### src/rtl/mcpi_pkg.sv
// Types, constants and control program of the motor current PI controller.
package mcpi_pkg;

  localparam int unsigned PWM_TOP     = 1999;
  localparam int unsigned TEST_LENGTH = 100;
  localparam int unsigned PHASE_Q1    = TEST_LENGTH / 4;
  localparam int unsigned PHASE_HALF  = TEST_LENGTH / 2;
  localparam int unsigned PHASE_Q3    = (3 * TEST_LENGTH) / 4;

  localparam int unsigned FRAC_W      = 16;
  localparam int unsigned DRIVE_FULL  = 100 * 65536;
  // floor(q / 100) = (q * RECIP) >> RECIP_SHIFT, exact for q below 2^18
  localparam int unsigned RECIP_SHIFT = 25;
  localparam int unsigned RECIP       = ((1 << RECIP_SHIFT) + 99) / 100;

  localparam int unsigned CMP_W   = 11;
  localparam int unsigned MUL_W   = 25;
  localparam int unsigned PROD_W  = 2 * MUL_W;
  localparam int unsigned DRV_W   = 42;
  localparam int unsigned MAG_W   = 23;
  localparam int unsigned QUO_W   = 18;
  localparam int unsigned INTEG_W = 18;
  localparam int unsigned ERR_W   = 17;

  typedef enum logic [1:0] {
    MODE_IDLE  = 2'd0,
    MODE_PWM   = 2'd1,
    MODE_TEST  = 2'd2,
    MODE_TRACK = 2'd3
  } mode_e;

  typedef enum logic [2:0] {
    REG_KP     = 3'd0,
    REG_KI     = 3'd1,
    REG_TARGET = 3'd2,
    REG_LIMIT  = 3'd3,
    REG_AMP    = 3'd4
  } cfg_reg_e;

  typedef enum logic [2:0] {
    ACT_NONE,
    ACT_LOAD,
    ACT_SAVE_DRV,
    ACT_SUM_DRV,
    ACT_SCALE,
    ACT_FINISH
  } act_e;

  typedef enum logic [1:0] {MA_ERR, MA_ACC, MA_MAG, MA_QUO} mul_a_e;
  typedef enum logic [1:0] {MB_KP, MB_KI, MB_TOP, MB_RECIP} mul_b_e;
  typedef enum logic [1:0] {JMP_NONE, JMP_IDLE, JMP_PWM} jmp_e;

  typedef logic [2:0] step_t;

  typedef struct packed {
    act_e   act;
    logic   mul_en;
    mul_a_e mul_a;
    mul_b_e mul_b;
    jmp_e   jmp;
    step_t  target;
    logic   last;
  } ctl_t;

  // Control program: one word per step.
  function automatic ctl_t ucode(step_t pc);
    ctl_t w;
    w = '{act: ACT_NONE, mul_en: 1'b0, mul_a: MA_ERR, mul_b: MB_KP,
          jmp: JMP_NONE, target: 3'd0, last: 1'b0};
    case (pc)
      3'd0: begin
        w.act = ACT_LOAD;  w.jmp = JMP_IDLE; w.target = 3'd7;
      end
      3'd1: begin
        w.mul_en = 1'b1; w.mul_a = MA_ERR; w.mul_b = MB_KP;
        w.jmp = JMP_PWM; w.target = 3'd4;
      end
      3'd2: begin
        w.act = ACT_SAVE_DRV; w.mul_en = 1'b1; w.mul_a = MA_ACC; w.mul_b = MB_KI;
      end
      3'd3: begin
        w.act = ACT_SUM_DRV;
      end
      3'd4: begin
        w.mul_en = 1'b1; w.mul_a = MA_MAG; w.mul_b = MB_TOP;
      end
      3'd5: begin
        w.act = ACT_SCALE;
      end
      3'd6: begin
        w.mul_en = 1'b1; w.mul_a = MA_QUO; w.mul_b = MB_RECIP;
      end
      3'd7: begin
        w.act = ACT_FINISH; w.last = 1'b1;
      end
      default: begin
        w.act = ACT_NONE;
      end
    endcase
    return w;
  endfunction

endpackage

### src/rtl/motor_current_pi_controller_unit.sv
// Motor current PI controller: microcoded sequencer around one shared multiplier.
// Steps: load, P product, I product, drive sum, period product, scale, reciprocal, finish;
// manual PWM skips I product and drive sum, idle skips to finish; one shared 25x25 multiplier.
// A new tick is taken while the previous result waits in the output register.
// Reset (rst_ni low, asynchronous): integrator, test counter and phase cleared, gains
// and limits back to their defaults, no result pending.
module motor_current_pi_controller_unit (
  input  logic        clk_i,
  input  logic        rst_ni,
  // configuration write channel
  input  logic        cfg_valid_i,
  output logic        cfg_ready_o,
  input  logic [2:0]  cfg_index_i,
  input  logic [23:0] cfg_data_i,
  // input stream
  input  logic        s_axis_tvalid,
  output logic        s_axis_tready,
  input  logic [23:0] s_axis_tdata,   // [15:0] measured_current, [23:16] manual_duty_percent
  input  logic [1:0]  s_axis_tuser,   // [1:0] operation
  // result stream
  output logic        m_axis_tvalid,
  input  logic        m_axis_tready,
  output logic [31:0] m_axis_tdata,   // [10:0] compare_value, [11] direction,
                                      // [27:12] reference_current, [31:28] zero
  output logic        m_axis_tlast    // test_finished
);

  localparam int unsigned PW = mcpi_pkg::PROD_W;
  localparam int unsigned DW = mcpi_pkg::DRV_W;

  // ---------------------------------------------------------------------------
  // Config registers, always ready: write only while the sequencer is idle; not enforced.
  // ---------------------------------------------------------------------------
  logic signed [23:0] kp_q, ki_q;
  logic signed [15:0] target_q;
  logic        [15:0] limit_q;
  logic        [14:0] amp_q;

  assign cfg_ready_o = 1'b1;

  always_ff @(posedge clk_i or negedge rst_ni) begin
    if (!rst_ni) begin
      kp_q     <= -24'sd13631;
      ki_q     <= -24'sd655;
      target_q <= 16'sd0;
      limit_q  <= 16'd1000;
      amp_q    <= 15'd200;
    end else if (cfg_valid_i && cfg_ready_o) begin
      case (mcpi_pkg::cfg_reg_e'(cfg_index_i))
        mcpi_pkg::REG_KP:     kp_q     <= cfg_data_i;
        mcpi_pkg::REG_KI:     ki_q     <= cfg_data_i;
        mcpi_pkg::REG_TARGET: target_q <= cfg_data_i[15:0];
        mcpi_pkg::REG_LIMIT:  limit_q  <= cfg_data_i[15:0];
        mcpi_pkg::REG_AMP:    amp_q    <= cfg_data_i[14:0];
        default: ; // unused index: drop the write
      endcase
    end
  end

  // ---------------------------------------------------------------------------
  // Sequencer control
  // ---------------------------------------------------------------------------
  logic              busy_q;
  mcpi_pkg::step_t   pc_q, pc_d;
  mcpi_pkg::ctl_t    ctl;
  logic              in_xfer, out_free, step_go, jump_taken;
  logic              m_tvalid_q;

  mcpi_pkg::mode_e   op_q;
  logic signed [15:0] meas_q;
  logic signed [7:0]  duty_q;

  assign ctl           = mcpi_pkg::ucode(pc_q);
  assign s_axis_tready = !busy_q;
  assign in_xfer       = s_axis_tvalid && s_axis_tready;
  // The final step writes the output register, so it waits for that register to drain.
  assign out_free      = !m_tvalid_q || m_axis_tready;
  assign step_go       = busy_q && (!ctl.last || out_free);

  always_comb begin
    case (ctl.jmp)
      mcpi_pkg::JMP_IDLE: jump_taken = (op_q == mcpi_pkg::MODE_IDLE);
      mcpi_pkg::JMP_PWM:  jump_taken = (op_q == mcpi_pkg::MODE_PWM);
      default:            jump_taken = 1'b0;
    endcase
  end

  always_comb begin
    if (ctl.last)        pc_d = '0;
    else if (jump_taken) pc_d = ctl.target;
    else                 pc_d = pc_q + 3'd1;
  end

  // ---------------------------------------------------------------------------
  // Load step: reference, error, clamped integrator, test wave bookkeeping
  // ---------------------------------------------------------------------------
  logic signed [mcpi_pkg::INTEG_W-1:0] integ_q;
  logic        [6:0]                   count_q;
  logic                                phase_q;

  logic                                phase_nx, test_end;
  logic        [7:0]                   count_inc;
  logic signed [15:0]                  ref_c;
  logic signed [mcpi_pkg::ERR_W-1:0]   err_c;
  logic signed [18:0]                  sum_c, lim_c;
  logic signed [mcpi_pkg::INTEG_W-1:0] acc_c;
  logic signed [7:0]                   duty_sat;
  logic        [6:0]                   duty_mag;

  always_comb begin
    phase_nx = phase_q;
    if (count_q == 7'(mcpi_pkg::PHASE_Q1))   phase_nx = 1'b1;
    if (count_q == 7'(mcpi_pkg::PHASE_HALF)) phase_nx = 1'b0;
    if (count_q == 7'(mcpi_pkg::PHASE_Q3))   phase_nx = 1'b1;
  end

  assign count_inc = {1'b0, count_q} + 8'd1;
  assign test_end  = (count_inc >= 8'(mcpi_pkg::TEST_LENGTH));

  always_comb begin
    case (op_q)
      mcpi_pkg::MODE_TEST:  ref_c = phase_nx ? -$signed({1'b0, amp_q}) : $signed({1'b0, amp_q});
      mcpi_pkg::MODE_TRACK: ref_c = target_q;
      default:              ref_c = 16'sd0;
    endcase
  end

  assign err_c = {ref_c[15], ref_c} - {meas_q[15], meas_q};
  assign sum_c = {integ_q[mcpi_pkg::INTEG_W-1], integ_q} + {{2{err_c[mcpi_pkg::ERR_W-1]}}, err_c};
  assign lim_c = $signed({3'b000, limit_q});

  // Anti-windup: hold the integrator within plus or minus the limit.
  always_comb begin
    if (sum_c > lim_c)       acc_c = lim_c[mcpi_pkg::INTEG_W-1:0];
    else if (sum_c < -lim_c) acc_c = 18'(-lim_c);
    else                     acc_c = sum_c[mcpi_pkg::INTEG_W-1:0];
  end

  always_comb begin
    if (duty_q > 8'sd100)       duty_sat = 8'sd100;
    else if (duty_q < -8'sd100) duty_sat = -8'sd100;
    else                        duty_sat = duty_q;
  end
  assign duty_mag = duty_sat[7] ? 7'(-duty_sat) : duty_sat[6:0];

  // ---------------------------------------------------------------------------
  // Shared multiplier
  // ---------------------------------------------------------------------------
  logic signed [mcpi_pkg::ERR_W-1:0]   err_q;
  logic signed [mcpi_pkg::INTEG_W-1:0] acc_q;
  logic        [mcpi_pkg::MAG_W-1:0]   mag_q;
  logic        [mcpi_pkg::QUO_W-1:0]   quo_q;
  logic signed [mcpi_pkg::MUL_W-1:0]   mul_a, mul_b;
  logic signed [PW-1:0]                prod_q;

  always_comb begin
    case (ctl.mul_a)
      mcpi_pkg::MA_ERR: mul_a = {{8{err_q[mcpi_pkg::ERR_W-1]}}, err_q};
      mcpi_pkg::MA_ACC: mul_a = {{7{acc_q[mcpi_pkg::INTEG_W-1]}}, acc_q};
      mcpi_pkg::MA_MAG: mul_a = {2'b00, mag_q};
      mcpi_pkg::MA_QUO: mul_a = {7'd0, quo_q};
      default:          mul_a = '0;
    endcase
    case (ctl.mul_b)
      mcpi_pkg::MB_KP:    mul_b = {kp_q[23], kp_q};
      mcpi_pkg::MB_KI:    mul_b = {ki_q[23], ki_q};
      mcpi_pkg::MB_TOP:   mul_b = 25'(mcpi_pkg::PWM_TOP);
      mcpi_pkg::MB_RECIP: mul_b = 25'(mcpi_pkg::RECIP);
      default:            mul_b = '0;
    endcase
  end

  // ---------------------------------------------------------------------------
  // Drive sum and clamp to plus or minus full scale
  // ---------------------------------------------------------------------------
  localparam logic signed [DW:0] DRV_MAX = (DW + 1)'(mcpi_pkg::DRIVE_FULL);

  logic signed [DW-1:0] drive_q;
  logic signed [DW:0]   drv_sum, drv_clamp, drv_neg;

  assign drv_sum = {drive_q[DW-1], drive_q} + {prod_q[DW-1], prod_q[DW-1:0]};

  always_comb begin
    if (drv_sum > DRV_MAX)       drv_clamp = DRV_MAX;
    else if (drv_sum < -DRV_MAX) drv_clamp = -DRV_MAX;
    else                         drv_clamp = drv_sum;
  end
  assign drv_neg = -drv_clamp;

  // ---------------------------------------------------------------------------
  // Datapath registers
  // ---------------------------------------------------------------------------
  logic                 dir_q, fin_q;
  logic signed [15:0]   ref_q;
  logic [mcpi_pkg::CMP_W-1:0] out_cmp_q;
  logic                 out_dir_q, out_fin_q;
  logic [15:0]          out_ref_q;

  // Control state and loop state
  always_ff @(posedge clk_i or negedge rst_ni) begin
    if (!rst_ni) begin
      busy_q     <= 1'b0;
      pc_q       <= '0;
      m_tvalid_q <= 1'b0;
      integ_q    <= '0;
      count_q    <= '0;
      phase_q    <= 1'b0;
    end else begin
      if (in_xfer) begin
        busy_q <= 1'b1;
        pc_q   <= '0;
      end else if (step_go) begin
        pc_q <= pc_d;
        if (ctl.last) busy_q <= 1'b0;
        if (ctl.act == mcpi_pkg::ACT_LOAD) begin
          if (op_q == mcpi_pkg::MODE_TEST) begin
            // Finishing a test run clears its counter, phase and integrator.
            integ_q <= test_end ? '0 : acc_c;
            count_q <= test_end ? '0 : count_inc[6:0];
            phase_q <= test_end ? 1'b0 : phase_nx;
          end else if (op_q == mcpi_pkg::MODE_TRACK) begin
            integ_q <= acc_c;
          end
        end
      end
      // Raise valid on the final step; otherwise drop it once the result is taken.
      if (step_go && ctl.last)  m_tvalid_q <= 1'b1;
      else if (m_axis_tready)   m_tvalid_q <= 1'b0;
    end
  end

  // Payload registers
  always_ff @(posedge clk_i) begin
    if (in_xfer) begin
      op_q   <= mcpi_pkg::mode_e'(s_axis_tuser);
      meas_q <= s_axis_tdata[15:0];
      duty_q <= s_axis_tdata[23:16];
    end
    if (step_go) begin
      if (ctl.mul_en) prod_q <= mul_a * mul_b;
      case (ctl.act)
        mcpi_pkg::ACT_LOAD: begin
          ref_q <= ref_c;
          err_q <= err_c;
          acc_q <= acc_c;
          fin_q <= (op_q == mcpi_pkg::MODE_TEST) && test_end;
          if (op_q == mcpi_pkg::MODE_PWM) begin
            dir_q <= !duty_sat[7] && (duty_sat != 8'sd0);
            mag_q <= {16'd0, duty_mag};
          end else begin
            dir_q <= 1'b0;
            mag_q <= '0;
          end
        end
        mcpi_pkg::ACT_SAVE_DRV: drive_q <= prod_q[DW-1:0];
        mcpi_pkg::ACT_SUM_DRV: begin
          dir_q <= (drv_clamp > 0);
          mag_q <= drv_clamp[DW] ? drv_neg[mcpi_pkg::MAG_W-1:0]
                                 : drv_clamp[mcpi_pkg::MAG_W-1:0];
        end
        mcpi_pkg::ACT_SCALE: begin
          // Manual duty is a whole percent; PI drive carries 16 fraction bits.
          quo_q <= (op_q == mcpi_pkg::MODE_PWM)
                   ? prod_q[mcpi_pkg::QUO_W-1:0]
                   : prod_q[mcpi_pkg::FRAC_W +: mcpi_pkg::QUO_W];
        end
        mcpi_pkg::ACT_FINISH: begin
          out_cmp_q <= (op_q == mcpi_pkg::MODE_IDLE) ? '0
                       : prod_q[mcpi_pkg::RECIP_SHIFT +: mcpi_pkg::CMP_W];
          out_dir_q <= dir_q;
          out_fin_q <= fin_q;
          out_ref_q <= ref_q;
        end
        default: ;
      endcase
    end
  end

  assign m_axis_tvalid = m_tvalid_q;
  assign m_axis_tdata  = {4'd0, out_ref_q, out_dir_q, out_cmp_q};
  assign m_axis_tlast  = out_fin_q;

endmodule

### config.mk
export PLATFORM = sky130hd
export DESIGN_NAME = motor_current_pi_controller_unit
export DESIGN_NICKNAME = d
export VERILOG_FILES = /design/src/rtl/mcpi_pkg.sv /design/src/rtl/motor_current_pi_controller_unit.sv
export SDC_FILE = /design/constraint.sdc
export NUM_CORES = 2
export LEC_CHECK = 0
export BUFFER_PORTS_ARGS = -buffer_cell sky130_fd_sc_hd__buf_2
export CORE_MARGIN = 2
export CORE_UTILIZATION = 49
export CTS_CLUSTER_DIAMETER = 60
export DETAILED_ROUTE_END_ITERATION = 10
export GPL_ROUTABILITY_DRIVEN = 0
export SKIP_LAST_GASP = 1
export SYNTH_ARGS = -nofsm -noshare
export SYNTH_HDL_FRONTEND = slang
export SYNTH_SLANG_ARGS = --single-unit
### constraint.sdc
create_clock -name clk_i -period 30.1 [get_ports clk_i]
set_clock_uncertainty 0.05 [all_clocks]
set_input_delay 6.02 -clock clk_i [delete_from_list [all_inputs] [get_ports clk_i]]
set_output_delay 6.02 -clock clk_i [all_outputs]
set_load 0.03 [all_outputs]
==> run summary <==
The kind of start point of the critical path is a register. The post-synthesis cell area is between 0.04 and 0.05 mm². The number of gates resized after CTS is 0.

The number of setup buffers added after CTS is 0. The combined global-route utilization of all metal layers is 0.2812. The delay contributed by the slowest stage of the critical path came out at 0.96 ns.

The clock buffer count from CTS came out at 46. The number of antenna violations at the first check in global routing is 0. The net count reported at finish is ~5,100. The wire-length estimate of the detail-placed layout is about 95,000 µm. The count of port buffers added during placement is 88. The smallest clock period supported by the final layout is computed as between 10 and 15 ns. The startpoint-to-endpoint class of the critical path is reg -> reg. After filler insertion, the fill cell instance count of the layout stands at 7,492. The most used flip-flop cell after synthesis is edfxtp_1. Tracing the worst setup path back leads to its startpoint at pc_q[0]$_DFFE_PN0P_. The max-slew violation total from the final report came out at 0. At the later pin of the worst-skew pair, clock insertion delay measures between 0.6 and 0.7 ns. The largest individual stage delay along the critical path comes from the cell nor2_1. The final routed wirelength across all metal layers is 117,100 µm. Yosys printed 0 warnings. The via count of the first global-routing pass is 29,970. The full die area is around 0.085 mm². In this run the most critical hold path is launched from fin_q$_DFFE_PP_. In the finished design, the share of the clock period the worst path needs comes to 0.3466. The async set-or-reset flop fraction in the synthesized netlist came out at 0.3510. The starting DRC count in detailed routing came out at 2,513. Dividing the detail-routed via count by the number of cells gives ~5.6. The class of the worst hold path is reg -> reg. The final-report setup violation count came out at 0. The total number of H-tree levels came out at 2.

The clock tree root driver cell is clkbuf_16. For this configuration, the core starts out at a cell density of 0.4941. Ranked by total cell area, the synthesized netlist is headed by fa_1 28%, edfxtp_1 17%, ha_1 8.0%. The clock passes through at most 3 buffers. The actual transition at the worst max-transition pin came out at ~1.2 ns. The TritonCTS clock tree is built. At the worst endpoint, the required time is 30.34 ns. The first detailed-routing pass took 5 iterations. The number of antenna diodes came out at 0. The synthesized design spends more area on one cell type than any other, namely fa_1. The number of clock sinks is ~360.

The row count came out at around 110. The total DRC errors in the routed layout came out at 0. The count of mapped cells out of synthesis came out at 4,146. Setup repair after global routing left no endpoint under its margin. Clock-pin slew was measured on the worst setup and hold paths at 0.06 ns. The footprint of the multi-input gates is 0.02715 mm².

The startpoint identified for the worst register-to-register timing path is pc_q[0]$_DFFE_PN0P_. The worst hold slack after final layout is around 0.37 ns. After synthesis the netlist holds a flip-flop and latch count of around 360.

After clock tree synthesis, the flow added hold-fix buffers numbering 0. The setup total negative slack came out at 0 ns. The commonest cells after synthesis are 693 x inv_1, 560 x fa_1, 449 x nor2_1. At the worst endpoint, the arrival time is ~11 ns. Once detail routing completed, the nets flagged for antenna violations numbered 0.

The top-area cell type share of the netlist area came out at 0.2768. The number of enable-type register cells in the synthesized netlist came out at approximately 230. Measured along the x axis, the die boundary spans between 200 and 300 µm. The largest net degree at the start of global routing came out at 66.

The top fanout value on the critical path is 26. The distinct cell type count of the synthesized netlist is 105. The global-route wire length before repair came out at ~180,000 µm. The most common cell in the synthesized netlist is inv_1. STA classifies the critical path endpoint as a register.

Timing would allow up to 95.85 MHz. The synthesized area per cell came out at around 10 µm². The I/O pin total came out at 94. The core box area is 0.08198 mm².

The number of max-capacitance violations reported came out at 0. The register area is 0.01020 mm². Headroom to the max-slew limit came out at 0.1743. Summing over every cut layer, the via total after detailed routing is between 20,000 and 30,000. The fraction of layout instances using a drive strength above 1 came out at 0.1149. From synthesis to final layout, the design area changed by 8.041%. The average wire length per cell after detail routing is between 20 and 25 µm. The flow ran to the end, and the final reports show no timing, DRC or antenna violations. The total grt overflow came out at 0.

The number of endpoints with negative hold slack in the final report came out at 0. In this run the vertical extent of the chip is just under 300 µm. The most prevalent standard cell on the critical path is fa_1.

The portion of the post-synthesis area used by sequential elements came out at 0.2519.
-- routing by layer --
metal	track usage	wire length, µm
met5	0	0
met4	0.08386	3799
met3	0.06093	10100
met2	0.4407	52440
met1	0.3928	50730
-- state kept, by name, indices dropped and copies added (netlist names), 18 cells and up --
signal,cells
integ_q,18
drive_q,42
ki_q,24
acc_q,18
quo_q,18
mag_q,23
prod_q,42
kp_q,24
-- final timing paths --
kind / to / cells after the start / slack, ns
max in group asynchronous: integ_q[16]$_DFFE_PN0P_ / 2 / 23.17
min: m_axis_tlast$_DFFE_PP_ / 0 / 0.37
min in group asynchronous: count_q[3]$_DFFE_PN0P_ / 1 / 5.43
max reg2reg: prod_q[41]$_DFFE_PP_ / 33 / 19.67
min reg2reg: m_axis_tlast$_DFFE_PP_ / 0 / 0.37
max: prod_q[41]$_DFFE_PP_ / 33 / 19.67
-- final cells by class --
cell class,instances,share of cell area
clock buffer,51,0.02696
clock inverter,34,0.009092
inverter,696,0.05970
multi-input combinational,2925,0.6204
sequential,359,0.2332
tap,1070,0.03059
timing repair buffer,146,0.02007
-- cells in the final DEF (no fill, tap or decap), types with 21 or more instances in the layout --
master	synthesis	routed
a21o_1	35	35
a21oi_1	151	149
a22o_1	24	24
and2_1	43	43
buf_2	5	87
buf_4	7	59
clkbuf_16	0	46
dfrtp_1	83	83
dfstp_2	43	43
edfxtp_1	233	233
fa_1	560	560
ha_1	259	258
inv_1	693	693
mux2_2	115	115
mux2i_1	38	38
nand2_1	414	414
nand3_1	39	39
nand4_1	21	21
nor2_1	449	447
nor2b_1	39	38
nor3_1	46	43
o21a_1	21	21
o21ai_0	120	119
or2_2	21	21
or3_1	21	21
xnor2_1	109	109
xor2_1	47	47
-- stage by stage --
step / cell area [µm²] / worst slack (ns) / cells / utilization
CTS: 43760 / 19.71 / 5281 / 0.5338
detailed placement: 42180 / 19.82 / 5196 / 0.5145
floorplan: 40510 / 16.88 / 4149 / -
global placement: 42180 / 19.93 / 5196 / 0.5145
global route: 43760 / 18.99 / 5281 / 0.5338
finish: 43760 / 19.67 / 5281 / 0.5338
-- cells by family (layout without fill, tap and decap cells) --
| kind of cell | after synthesis | after routing | share of synthesized area |
|---|---|---|---|
| AOI/OAI and AO/OA | 593 | 593 | 0.1006 |
| xor gates and xnor gates | 156 | 156 | 0.03373 |
| adders and majority gates | 819 | 819 | 0.3568 |
| buffers and inverters | 865 | 927 | 0.08189 |
| DFF | 359 | 359 | 0.2519 |
| muxes | 156 | 156 | 0.04248 |
| other | 2 | 5 | 0.0001854 |
| and+or+nand+nor | 1196 | 1196 | 0.1324 |
-- worst max-delay path, delay by kind of cell, from the launching register on --
family	cells	cell delay (ns)
xor gates and xnor gates	1	0.12
AOI/OAI and AO/OA	8	1.43
and+or+nand+nor	7	2.01
adders and majority gates	9	4.42
buffers and inverters	8	1.45
DFF	1	0.59
Power is not shown: default switching activity piles up to over one toggle a cycle in this logic, so the estimate is an artifact.
